## config.mk

```make
export PLATFORM = sky130hd
export DESIGN_NAME = sequence_reorder_buffer_core_flat
export DESIGN_NICKNAME = d
export VERILOG_FILES = /design/src/hdl/sro_pkg.sv /design/src/hdl/sro_chan_if.sv /design/src/hdl/sro_datapath.sv /design/src/hdl/sro_ctrl.sv /design/src/hdl/sequence_reorder_buffer_core.sv /design/src/flat_wrapper.sv
export SDC_FILE = /design/constraint.sdc
export NUM_CORES = 1
export LEC_CHECK = 0
export BUFFER_PORTS_ARGS = -buffer_cell sky130_fd_sc_hd__clkbuf_2
export CORE_MARGIN = 3
export CORE_UTILIZATION = 35
export DETAILED_ROUTE_END_ITERATION = 16
export PLACE_DENSITY = 0.61
export SETUP_SLACK_MARGIN = 0.2
export SYNTH_ARGS = -nofsm -noshare
export SYNTH_HDL_FRONTEND = slang
export SYNTH_SLANG_ARGS = --single-unit
export TNS_END_PERCENT = 30
```

## constraint.sdc

```tcl
create_clock -name clk -period 8.3 [get_ports clk]
set_input_delay 0.83 -clock clk [delete_from_list [all_inputs] [get_ports clk]]
set_output_delay 0.83 -clock clk [all_outputs]
set_load 0.05 [all_outputs]
```

## src/hdl/sro_pkg.sv

```systemverilog
`timescale 1ns / 1ps
package sro_pkg;

  localparam int WINDOW      = 32;
  localparam int HANDLE_BITS = 16;

  localparam int ID_W     = 16;
  localparam int HNDL_W   = 16;
  localparam int SLOT_W   = $clog2(WINDOW);
  // stored handle keeps only the low HANDLE_BITS bits of the port field
  localparam int STORE_W  = (HANDLE_BITS < HNDL_W) ? HANDLE_BITS : HNDL_W;

  typedef logic [ID_W-1:0]    id_t;
  typedef logic [HNDL_W-1:0]  handle_t;
  typedef logic [SLOT_W-1:0]  slot_t;
  typedef logic [STORE_W-1:0] store_t;

  typedef enum logic [1:0] {
    CLS_DROP,
    CLS_STORE,
    CLS_RELEASE
  } sro_class_t;

  // datapath to controller
  typedef struct packed {
    logic       in_valid;
    logic       out_free;
    sro_class_t cls;
    logic       nxt_valid;
  } sro_status_t;

  // controller to datapath
  typedef struct packed {
    logic take_in;
    logic drain;
    logic last;
  } sro_cmd_t;

  // slot of the id that follows; a wrap of the id space restarts at slot zero
  function automatic slot_t sro_slot_inc(slot_t slot, id_t id_next);
    slot_t res;
    if (id_next == '0) begin
      res = '0;
    end else if (slot == SLOT_W'(WINDOW - 1)) begin
      res = '0;
    end else begin
      res = slot + slot_t'(1);
    end
    return res;
  endfunction

endpackage

```

## src/hdl/sro_chan_if.sv

```systemverilog
`timescale 1ns / 1ps
interface sro_in_if;
  logic             valid;
  logic             ready;
  sro_pkg::id_t     seq_id;
  sro_pkg::handle_t handle;

  modport source (output valid, output seq_id, output handle, input ready);
  modport sink   (input valid, input seq_id, input handle, output ready);
endinterface

interface sro_out_if;
  logic             valid;
  logic             ready;
  sro_pkg::handle_t out_handle;
  sro_pkg::id_t     out_seq_id;
  logic             status;
  logic             last;

  modport source (output valid, output out_handle, output out_seq_id, output status,
                  output last, input ready);
  modport sink   (input valid, input out_handle, input out_seq_id, input status,
                  input last, output ready);
endinterface

```

## src/hdl/sro_datapath.sv

```systemverilog
`timescale 1ns / 1ps
module sro_datapath (
  input  logic                 clk,
  input  logic                 rst_n,
  input  logic                 in_valid,
  input  sro_pkg::id_t         in_seq_id,
  input  sro_pkg::handle_t     in_handle,
  input  logic                 out_ready,
  output logic                 out_valid,
  output sro_pkg::handle_t     out_handle,
  output sro_pkg::id_t         out_seq_id,
  output logic                 out_status,
  output logic                 out_last,
  input  sro_pkg::sro_cmd_t    cmd,
  output sro_pkg::sro_status_t sts
);
  import sro_pkg::*;

  id_t                 exp_id_r;
  slot_t               exp_slot_r;
  logic [WINDOW-1:0]   valid_r;
  store_t              handle_r [WINDOW];

  logic                out_valid_r;
  handle_t             out_handle_r;
  id_t                 out_seq_id_r;
  logic                out_status_r;
  logic                out_last_r;

  id_t                 id_diff;
  sro_class_t          cls;
  logic [SLOT_W:0]     slot_sum;
  slot_t               in_slot;
  id_t                 exp_id_inc;
  slot_t               nxt_slot;
  store_t              in_store;
  logic                out_free;
  logic                do_release;
  logic                do_drop;
  logic                do_store;
  logic                advance;
  logic                load;

  assign id_diff    = in_seq_id - exp_id_r;
  assign exp_id_inc = exp_id_r + id_t'(1);
  assign nxt_slot   = sro_slot_inc(exp_slot_r, exp_id_inc);
  assign in_store   = in_handle[STORE_W-1:0];
  assign out_free   = !out_valid_r || out_ready;

  always_comb begin
    if (id_diff == '0) begin
      cls = CLS_RELEASE;
    end else if (id_diff < ID_W'(WINDOW)) begin
      cls = CLS_STORE;
    end else begin
      cls = CLS_DROP;
    end
  end

  // slot of an id ahead in the window, from the expected slot plus distance
  always_comb begin
    slot_sum = {1'b0, exp_slot_r} + id_diff[SLOT_W:0];
    if (in_seq_id < exp_id_r) begin
      in_slot = in_seq_id[SLOT_W-1:0];
    end else if (slot_sum >= (SLOT_W + 1)'(WINDOW)) begin
      in_slot = SLOT_W'(slot_sum - (SLOT_W + 1)'(WINDOW));
    end else begin
      in_slot = slot_sum[SLOT_W-1:0];
    end
  end

  assign do_release = cmd.take_in && (cls == CLS_RELEASE);
  assign do_drop    = cmd.take_in && (cls == CLS_DROP);
  assign do_store   = cmd.take_in && (cls == CLS_STORE);
  assign advance    = do_release || cmd.drain;
  assign load       = advance || do_drop;

  always_ff @(posedge clk) begin
    if (!rst_n) begin
      exp_id_r    <= '0;
      exp_slot_r  <= '0;
      valid_r     <= '0;
      out_valid_r <= 1'b0;
    end else begin
      if (advance) begin
        exp_id_r   <= exp_id_inc;
        exp_slot_r <= nxt_slot;
      end
      if (do_store) begin
        valid_r[in_slot] <= 1'b1;
      end else if (cmd.drain) begin
        valid_r[exp_slot_r] <= 1'b0;
      end
      if (load) begin
        out_valid_r <= 1'b1;
      end else if (out_ready) begin
        out_valid_r <= 1'b0;
      end
    end
  end

  always_ff @(posedge clk) begin
    if (do_store) begin
      handle_r[in_slot] <= in_store;
    end
    if (cmd.drain) begin
      out_handle_r <= HNDL_W'(handle_r[exp_slot_r]);
      out_seq_id_r <= exp_id_r;
      out_status_r <= 1'b0;
      out_last_r   <= cmd.last;
    end else if (do_release) begin
      out_handle_r <= HNDL_W'(in_store);
      out_seq_id_r <= in_seq_id;
      out_status_r <= 1'b0;
      out_last_r   <= cmd.last;
    end else if (do_drop) begin
      out_handle_r <= HNDL_W'(in_store);
      out_seq_id_r <= in_seq_id;
      out_status_r <= 1'b1;
      out_last_r   <= 1'b1;
    end
  end

  assign out_valid  = out_valid_r;
  assign out_handle = out_handle_r;
  assign out_seq_id = out_seq_id_r;
  assign out_status = out_status_r;
  assign out_last   = out_last_r;

  assign sts.in_valid  = in_valid;
  assign sts.out_free  = out_free;
  assign sts.cls       = cls;
  assign sts.nxt_valid = valid_r[nxt_slot];

`ifndef SYNTHESIS
  a_no_overwrite: assert property (@(posedge clk) disable iff (!rst_n)
    load |-> out_free)
    else $error("result register loaded while holding an untaken word");

  a_drain_valid: assert property (@(posedge clk) disable iff (!rst_n)
    cmd.drain |-> valid_r[exp_slot_r])
    else $error("drain step on an empty slot");

  a_drop_last: assert property (@(posedge clk) disable iff (!rst_n)
    (out_valid_r && out_status_r) |-> out_last_r)
    else $error("dropped word not marked last");

  a_exp_step: assert property (@(posedge clk) disable iff (!rst_n)
    ($past(rst_n) && (exp_id_r != $past(exp_id_r))) |->
      (exp_id_r == $past(exp_id_inc)))
    else $error("expected id moved by other than one");
`endif

endmodule

```

## src/hdl/sro_ctrl.sv

```systemverilog
`timescale 1ns / 1ps
module sro_ctrl (
  input  logic                 clk,
  input  logic                 rst_n,
  input  sro_pkg::sro_status_t sts,
  output logic                 in_ready,
  output sro_pkg::sro_cmd_t    cmd
);
  import sro_pkg::*;

  typedef enum logic {
    ST_IDLE,
    ST_DRAIN
  } state_t;

  state_t state_r;
  slot_t  cnt_r;

  assign in_ready = (state_r == ST_IDLE) && sts.out_free;

  always_comb begin
    cmd.take_in = 1'b0;
    cmd.drain   = 1'b0;
    cmd.last    = 1'b0;
    unique case (state_r)
      ST_IDLE: begin
        cmd.take_in = sts.in_valid && in_ready;
        cmd.last    = !sts.nxt_valid;
      end
      ST_DRAIN: begin
        cmd.drain = sts.out_free;
        // at most one window less one stored words follow the arrival
        cmd.last  = !sts.nxt_valid || (cnt_r == SLOT_W'(WINDOW - 1));
      end
      default: begin
        cmd.take_in = 1'b0;
      end
    endcase
  end

  always_ff @(posedge clk) begin
    if (!rst_n) begin
      state_r <= ST_IDLE;
      cnt_r   <= '0;
    end else begin
      unique case (state_r)
        ST_IDLE: begin
          if (cmd.take_in && (sts.cls == CLS_RELEASE) && !cmd.last) begin
            state_r <= ST_DRAIN;
            cnt_r   <= slot_t'(1);
          end
        end
        ST_DRAIN: begin
          if (cmd.drain) begin
            if (cmd.last) begin
              state_r <= ST_IDLE;
            end else begin
              cnt_r <= cnt_r + slot_t'(1);
            end
          end
        end
        default: begin
          state_r <= ST_IDLE;
        end
      endcase
    end
  end

endmodule

```

## src/hdl/sequence_reorder_buffer_core.sv

```systemverilog
`timescale 1ns / 1ps
// a released or dropped word is registered and shown in the cycle after its arrival is accepted
// throughput (output taken): one arrival per cycle while nothing drains; an in-order
//   arrival that finds k stored successors gives k + 1 words at one per cycle, set by
//   the single slot read port; the next arrival waits until the last drained word is loaded
// reset (synchronous, active low): expected id 0, all slot valid bits cleared at once
module sequence_reorder_buffer_core (
  input logic      clk,
  input logic      rst_n,
  sro_in_if.sink   in_ch,
  sro_out_if.source out_ch
);
  import sro_pkg::*;

  sro_cmd_t    cmd;
  sro_status_t sts;
  logic        in_ready;

  assign in_ch.ready = in_ready;

  sro_ctrl u_ctrl (
    .clk      (clk),
    .rst_n    (rst_n),
    .sts      (sts),
    .in_ready (in_ready),
    .cmd      (cmd)
  );

  sro_datapath u_datapath (
    .clk        (clk),
    .rst_n      (rst_n),
    .in_valid   (in_ch.valid),
    .in_seq_id  (in_ch.seq_id),
    .in_handle  (in_ch.handle),
    .out_ready  (out_ch.ready),
    .out_valid  (out_ch.valid),
    .out_handle (out_ch.out_handle),
    .out_seq_id (out_ch.out_seq_id),
    .out_status (out_ch.status),
    .out_last   (out_ch.last),
    .cmd        (cmd),
    .sts        (sts)
  );

endmodule

```

## src/flat_wrapper.sv

```systemverilog
// flat-port wrapper written by rule: the top's interface ports become plain ports
module sequence_reorder_buffer_core_flat import sro_pkg::*;
  (clk, rst_n, in_ch_valid, in_ch_seq_id, in_ch_handle, in_ch_ready, out_ch_valid, out_ch_out_handle, out_ch_out_seq_id, out_ch_status, out_ch_last, out_ch_ready);
  sro_in_if in_ch_i ();
  sro_out_if out_ch_i ();
  input logic clk;
  input logic rst_n;
  input wire logic [$bits(in_ch_i.valid)-1:0] in_ch_valid;
  input wire logic [$bits(in_ch_i.seq_id)-1:0] in_ch_seq_id;
  input wire logic [$bits(in_ch_i.handle)-1:0] in_ch_handle;
  output wire logic [$bits(in_ch_i.ready)-1:0] in_ch_ready;
  output wire logic [$bits(out_ch_i.valid)-1:0] out_ch_valid;
  output wire logic [$bits(out_ch_i.out_handle)-1:0] out_ch_out_handle;
  output wire logic [$bits(out_ch_i.out_seq_id)-1:0] out_ch_out_seq_id;
  output wire logic [$bits(out_ch_i.status)-1:0] out_ch_status;
  output wire logic [$bits(out_ch_i.last)-1:0] out_ch_last;
  input wire logic [$bits(out_ch_i.ready)-1:0] out_ch_ready;
  assign in_ch_i.valid = in_ch_valid;
  assign in_ch_i.seq_id = in_ch_seq_id;
  assign in_ch_i.handle = in_ch_handle;
  assign in_ch_ready = in_ch_i.ready;
  assign out_ch_valid = out_ch_i.valid;
  assign out_ch_out_handle = out_ch_i.out_handle;
  assign out_ch_out_seq_id = out_ch_i.out_seq_id;
  assign out_ch_status = out_ch_i.status;
  assign out_ch_last = out_ch_i.last;
  assign out_ch_i.ready = out_ch_ready;
  sequence_reorder_buffer_core u_core (.clk(clk), .rst_n(rst_n), .in_ch(in_ch_i), .out_ch(out_ch_i));
endmodule
```

* After elaboration in Yosys (flattened, before gate mapping)
Memory sizes are Yosys's and may differ from the RTL's. A register that Yosys moved wholly into a read port is not among the register bits.
Index checks and enable logic that the tools add are counted.
** Word-level totals
- Register bits after elaboration :: 94
- RAM bits :: 512
- Bits of input ports :: 36
- Word-level logic and storage cells :: 99
- Memories :: 1
** Operators by class
- Add/subtract/negate cells :: 6
- $lt $le $gt $ge :: 8
- Equal/unequal tests :: 7
- Muxes and demuxes :: 40
- Bitwise operators :: 4
- Reductions and logical operators :: 23
** Memories
- u_core.u_datapath.handle_r :: words 32, width 16, read ports 1, clocked after Yosys merged registers in 1, write ports 1, line sro_datapath.sv:22 : store_t handle_r [WINDOW];
** Operator list (count)
- 2-to-1 mux 16 bit :: 6
- 2-to-1 mux 32 bit :: 2
- 2-to-1 mux 5 bit :: 9
- AND 32 bit :: 1
- logical NOT 16 bit :: 2
- NOT 32 bit :: 1
- OR 32 bit :: 1
- < comparator 5 x 6 -> 1 bit (second input constant) :: 3
- adder 16 x 1 -> 16 bit (second input constant) :: 1
- < comparator 16 bit :: 1
- < comparator 16 x 6 -> 1 bit (second input constant) :: 1
- 2-to-1 mux 1 bit :: 16
- subtractor 16 bit :: 1
- adder 5 x 1 -> 5 bit (second input constant) :: 2
- demux 1 bit (select 5 bit) :: 2
- equality test 5 bit (second input constant) :: 2
- >= comparator 5 x 1 -> 1 bit (second input constant) :: 2
- one-hot mux 5 bit (2 select lines) :: 1
- logical AND 1 bit :: 8
- adder 5 x 6 -> 6 bit :: 1
- >= comparator 6 bit (second input constant) :: 1
- binary-select mux 1 bit (select 5 bit) :: 1
- subtractor 5 x 1 -> 5 bit (second input constant) :: 1
- logical OR 1 bit :: 4
- other kinds (13) :: 18

* Longest topological paths before layout
- Depth after elaboration :: 12
- Gate-level depth with buffers :: 16
- Mapped depth without buffers :: 15

* Modules after synthesis
Synthesis repeated with hierarchy kept, for this count alone.
** Second synthesis, totals
- Cell total of the unflattened synthesis :: 1507
- Area, all modules :: 26352.8 um^2
** By module, submodules not included
- sro_datapath :: instances 1, cells an instance 1462, area each 25996.2 um^2
- sro_ctrl :: instances 1, cells an instance 45, area each 356.6 um^2

* Worst setup path after synthesis
OpenSTA, ideal clock, no wires.
- Path type :: input-to-reg
- Start :: input port in_ch_seq_id[0]
- End :: register u_core.u_datapath.out_handle_r[0], in the netlist u_core.u_datapath.out_handle[0], enable pin
- Arrival :: 4.520 ns
- Path slack :: 3.345 ns
- Stages on the path :: 12
- Cells stage by stage :: inv_1 > ha_1 > inv_1 > fa_1 > a211oi_1 > o211ai_1 > a41oi_1 > mux2_2 > o21ai_0 > or4_4 > nor2_1 > o211ai_1
** On the way
- Word-level cells in the longest chain between the ends :: 7
- Elaborated cells between the ends (all ways) :: 10
- Classes of those cells :: add/sub (1); order compare (1); eq/ne (1); mux (2); reduce/logical (5)
** RTL lines
- start, declared :: line flat_wrapper.sv:9 : input wire logic [$bits(in_ch_i.seq_id)-1:0] in_ch_seq_id;
- subtractor 16 bit (*) :: line sro_datapath.sv:44 : assign id_diff = in_seq_id - exp_id_r;
- < comparator 16 x 6 -> 1 bit :: line sro_datapath.sv:53 : end else if (id_diff < ID_W'(WINDOW)) begin
- 2-to-1 mux 1 bit :: line sro_datapath.sv:53
- 2-to-1 mux 2 bit (*) :: line sro_datapath.sv:51 : if (id_diff == '0) begin
- equality test 2 bit or logical NOT 2 bit (tied branches) :: line sro_datapath.sv:72, sro_datapath.sv:73
- logical AND 1 bit, on equally long branches :: line sro_datapath.sv:72, sro_datapath.sv:73
- nonzero test 3 bit (no line) (*)
- end signal, assigned :: line sro_datapath.sv:107 : out_handle_r <= HNDL_W'(handle_r[exp_slot_r]);
- end signal, assigned :: line sro_datapath.sv:112 : out_handle_r <= HNDL_W'(in_store);
- end signal, assigned :: line sro_datapath.sv:117 : out_handle_r <= HNDL_W'(in_store);
- end, declared :: line sro_datapath.sv:25 : handle_t out_handle_r;
Mark *: on every way between the ends. The rest lies on a longest branch, timed or not.
A chain may end at the register's enable or synchronous reset.

* Worst setup path after layout
- Start :: register u_core.u_datapath.exp_id_r[0]
- End :: memory u_core.u_datapath.handle_r[6][5] (netlist bit), enable pin
** On the way
- Word-level cells in the longest chain between the ends :: 8
- Elaborated cells between the ends (all ways) :: 15
- Classes of those cells :: add/sub (3); order compare (3); eq/ne (1); mux (6); reduce/logical (2)
** RTL lines
- start, declared :: line sro_datapath.sv:19 : id_t exp_id_r;
- start signal, assigned :: line sro_datapath.sv:86 : exp_id_r <= exp_id_inc;
- subtractor 16 bit :: line sro_datapath.sv:44
- < comparator 16 x 6 -> 1 bit :: line sro_datapath.sv:53
- 2-to-1 mux 1 bit :: line sro_datapath.sv:53
- 2-to-1 mux 2 bit :: line sro_datapath.sv:51
- equality test 2 x 1 -> 1 bit :: line sro_datapath.sv:74 : assign do_store = cmd.take_in && (cls == CLS_STORE);
- logical AND 1 bit :: line sro_datapath.sv:74
- 2-to-1 mux 1 bit :: line sro_datapath.sv:103 : if (do_store) begin
- 2-to-1 mux 1 bit (not written as such) :: line sro_datapath.sv:104 : handle_r[in_slot] <= in_store;
- end, declared :: line sro_datapath.sv:22
Several ways; a longest one is shown, not always the timed one.

==> results by group <==
Timing
  – Crit share post-route: 66.12%
  – Setup TNS: 0 ps
  – Worst Clk Skew: 30.31 ps
  – PnR worst setup slack: 2812 ps
  – Fmax: 182.2 MHz
  – Worst-margin pin slew: 1170 ps
  – Final setup viols: 0
  – Final Hold Fails: 0
  – Pins over their slew limit: 0
  – Minimum clock period after layout: 5488 ps
  – RSZ-0062 raised after global routing: false
  – Worst hold slack: 474.7 ps
  – Slew HR: 21.62%

Clocking
  – CTS tree: built
  – Longest Clk Path Bufs: 3
  – Post-CTS setup repair buffer count: 0
  – Clk_lat worst skew: 640 ps
  – Cts bufs inserted: 59
  – Post-CTS sizing: 0
  – H-tree depth: 2
  – CTS clk-pin slew, worst paths: 70 ps
  – Cts hold-fix bufs: 0
  – Clk sinks: 611
  – Clock Tree Root: clkbuf_16

Global route
  – GRT Resource Usage Total: 16.61%
  – GR Overflow Total: 0
  – First-pass GRT wire length: 95,770 um
  – Largest net degree at the start of global routing: 92
  – Antenna violations before repair: 6
  – Number of global-route vias before repair: 13,930

Finish
  – Non-Filler Instances: 2,532
  – Area growth syn-to-layout: 13.11%
  – Fraction of layout cells with a size suffix above 1: 25.17%
  – Reg area: 0.01770 sq mm
  – Final #Nets: 1,602
  – Multi-input combinational cell area: 0.007511 sq mm
  – Fillers: 6,473

Setup path
  – Critical Path RT: 8550 ps
  – Critical Path End Type: register
  – R2R Setup Slk: 2810 ps
  – CP cell instances: ha_1 > inv_1 > fa_1 > a211oi_1 > o211ai_1 > a31oi_1 > and3_1 > o211ai_1 > or4_4 > nor4_4 > buf_4 > nand2_1 > nor2_2
  – Most used cell along the critical path: o211ai_1
  – R2r startpoint: u_core.u_datapath.exp_id_r[0]
  – Reg2Reg Depth: 13
  – Largest stage delay, worst path: 970 ps
  – CP Max Fanout: 36
  – Critical Path AT: 5740 ps
  – Startpoint Class: register
  – Reg2reg end: u_core.u_datapath.handle_r[6][5]
  – Slowest cell on crit path: nor2_2
  – Setup Crit Path Kind: reg -> reg

Floorplan
  – Row count: 98
  – Core area: 0.07185 sq mm
  – Die area: 0.07630 sq mm
  – Die Ht: 276.2 um
  – Die X: 276.2 um
  – Starting density of the core: 35.57%
  – Num ports: 72

Placement
  – GPL Wtd Cong: 0.8690
  – Placed cells: 2,425
  – I/O Buffers: 71
  – Worst slack, placed: 2289 ps
  – Hpwl dp: 39,640 um

Yosys
  – Number of synthesized register bits: 611
  – Ys flop type: edfxtp_1
  – Synthesized net count: 1,532
  – Syn. warnings: 0
  – Mean Syn Cell Area: 17.43 sq um
  – Mapped Area: 0.02556 sq mm
  – Register area share after synthesis: 69.20%
  – Post-synth EDFFs: 545
  – Cell count after synthesis: 1,466
  – Distinct cells, synth: 66
  – Ys async rst share: 0%

Detailed routing
  – Detailed Route WL: 64,260 um
  – Via count: 14,030
  – Antenna-violating nets left: 0
  – 1st-pass router iterations: 5
  – Vias/cell: 5.541
  – Initial DRC count: 1,656
  – Drt drc: 0
  – Routed len/inst: 25.38 um

Worst hold path
  – HP Start: u_core.u_datapath.valid_r[26]
  – Hold Path End: u_core.u_datapath.valid_r[26]
  – Hold path depth: 2
  – Min-delay worst type: reg -> reg

Outcome
  – Status: finished, final reports clean

Power
  – PD cells: 217.5 mW/mm^2
  – Max VDD drop: 0.1708 mV
  – PnR Total Power: 6.289 mW
  – Pleak: 8.901 nW

Run
  – Max-Cap Viols: 0
[power breakdown]
group | switching (mW) | internal (mW)
logic | 0.205 | 0.0718
clock network | 1.18 | 1.47
registers | 0.00516 | 3.36
[sequential cells by signal (all words and copies together), names as in the netlist, named ones only]
register	cells
u_core.u_ctrl.cnt_r	5
u_core.u_ctrl.state_r	1
u_core.u_datapath.exp_id_r	16
u_core.u_datapath.exp_slot_r	5
u_core.u_datapath.handle_r	512
u_core.u_datapath.out_handle	16
u_core.u_datapath.out_last	1
u_core.u_datapath.out_seq_id	16
u_core.u_datapath.out_status	1
u_core.u_datapath.out_valid	1
u_core.u_datapath.valid_r	32
[worst max-delay path, delay by kind of cell, from the launching register on]
family	cells	cell delay, ps
buffers and inverters	2	450
adder cells (fa/ha/maj)	2	690
flip-flops	1	500
AO/OA/AOI/OAI	4	980
AND/OR/NAND/NOR	5	2460
[worst max path at each step]
stage | start | slack [ps] | to | depth (start not counted)
2_1_floorplan | in_ch_seq_id[0] | 3350 | u_core.u_datapath.out_handle[0] | 12
5_1_grt | u_core.u_datapath.exp_id_r[0] | 2470 | u_core.u_datapath.handle_r[31][1] | 13
3_3_place_gp | in_ch_seq_id[0] | 2370 | u_core.u_datapath.handle_r[7][9] | 15
6_report | u_core.u_datapath.exp_id_r[0] | 2810 | u_core.u_datapath.handle_r[6][5] | 13
4_1_cts | u_core.u_datapath.exp_id_r[0] | 2760 | u_core.u_datapath.handle_r[6][5] | 13
3_5_place_dp | in_ch_seq_id[0] | 2290 | u_core.u_datapath.handle_r[6][9] | 15
[layout by cell type, fill, tap and decap left out, types with 4 or more instances in the layout]
master and n:
a2111oi_0 4, a211oi_1 23, a21o_1 6, a21oi_1 28, a31oi_1 38, and2_1 4, and3_1 7, buf_4 17
bufinv_16 5, clkbuf_1 9, clkbuf_16 59, clkbuf_2 71, clkinv_1 10, clkinv_2 15, dfxtp_1 62, edfxtp_1 545
ha_1 28, inv_1 36, mux2_2 12, mux2i_1 43, mux4_2 166, nand2_1 95, nand2b_1 8, nand3_1 20
nand4_1 8, nor2_1 42, nor2_2 32, nor2b_1 9, nor3_1 14, nor3b_1 4, nor4_1 6, o211ai_1 6
o21a_1 5, o21ai_0 60, xnor2_1 10, xor2_1 9
[cell usage after synthesis, drive strengths merged (4+ instances only)]
cell type / instances / area, sq um
edfxtp: 545 / 16370
mux4: 166 / 3739
nand2: 95 / 356.6
nor2: 74 / 277.8
dfxtp: 66 / 1321
o21ai: 61 / 305.3
clkbuf: 59 / 221.5
mux2i: 43 / 430.4
a31oi: 38 / 237.7
inv: 36 / 135.1
a21oi: 30 / 153.9
ha: 28 / 350.3
a211oi: 23 / 172.7
buf: 20 / 95.09
nand3: 20 / 100.1
nor3: 15 / 80.08
mux2: 12 / 135.1
xnor2: 10 / 87.58
nand2b: 9 / 56.30
nor2b: 9 / 56.30
xor2: 9 / 78.83
nand4: 8 / 50.05
and3: 7 / 43.79
nor4: 7 / 58.81
o211ai: 7 / 57.55
a21o: 6 / 45.04
o21a: 5 / 37.54
a2111oi: 4 / 35.03
and2: 4 / 25.02
nor3b: 4 / 30.03
[layout make-up]
type                       instances  share of cell area, %
multi-input combinational        740                  25.98
inverter                          36                 0.4674
clock buffer                      69                  5.272
antenna                            1               0.008656
clock inverter                    37                  1.272
tap                              950                  4.112
timing repair buffer              88                  1.671
sequential                       611                  61.22
[kinds of logic (layout without fill, tap and decap cells)]
| logic type | count (synthesis) | count (layout) | share of synthesized area [%] |
|---|---|---|---|
| adder cells (fa/ha/maj) | 30 | 30 | 1.527 |
| flip-flops | 611 | 611 | 69.20 |
| AO/OA/AOI/OAI | 201 | 201 | 5.033 |
| other | 0 | 1 | 0 |
| multiplexers | 221 | 221 | 16.84 |
| AND/OR/NAND/NOR | 269 | 269 | 4.979 |
| buffers and inverters | 115 | 230 | 1.767 |
| XOR/XNOR | 19 | 19 | 0.6511 |
[metal layers]
metal	GRT usage [%]	vias up	share of wire [%]
li1	-	6071	-
met1	25.22	7308	46
met2	25.23	578	45
met3	2.668	73	7.0
met4	3.656	0	1.6
met5	0	-	0
[metrics by stage]
stage / util (%) / area (sq um)
after floorplan: - / 25560
after global placement: 37.60 / 27010
after detailed placement: 37.60 / 27010
after CTS: 40.23 / 28910
after global routing: 40.23 / 28910
final: 40.23 / 28910
(Power assumes the default switching activity.)
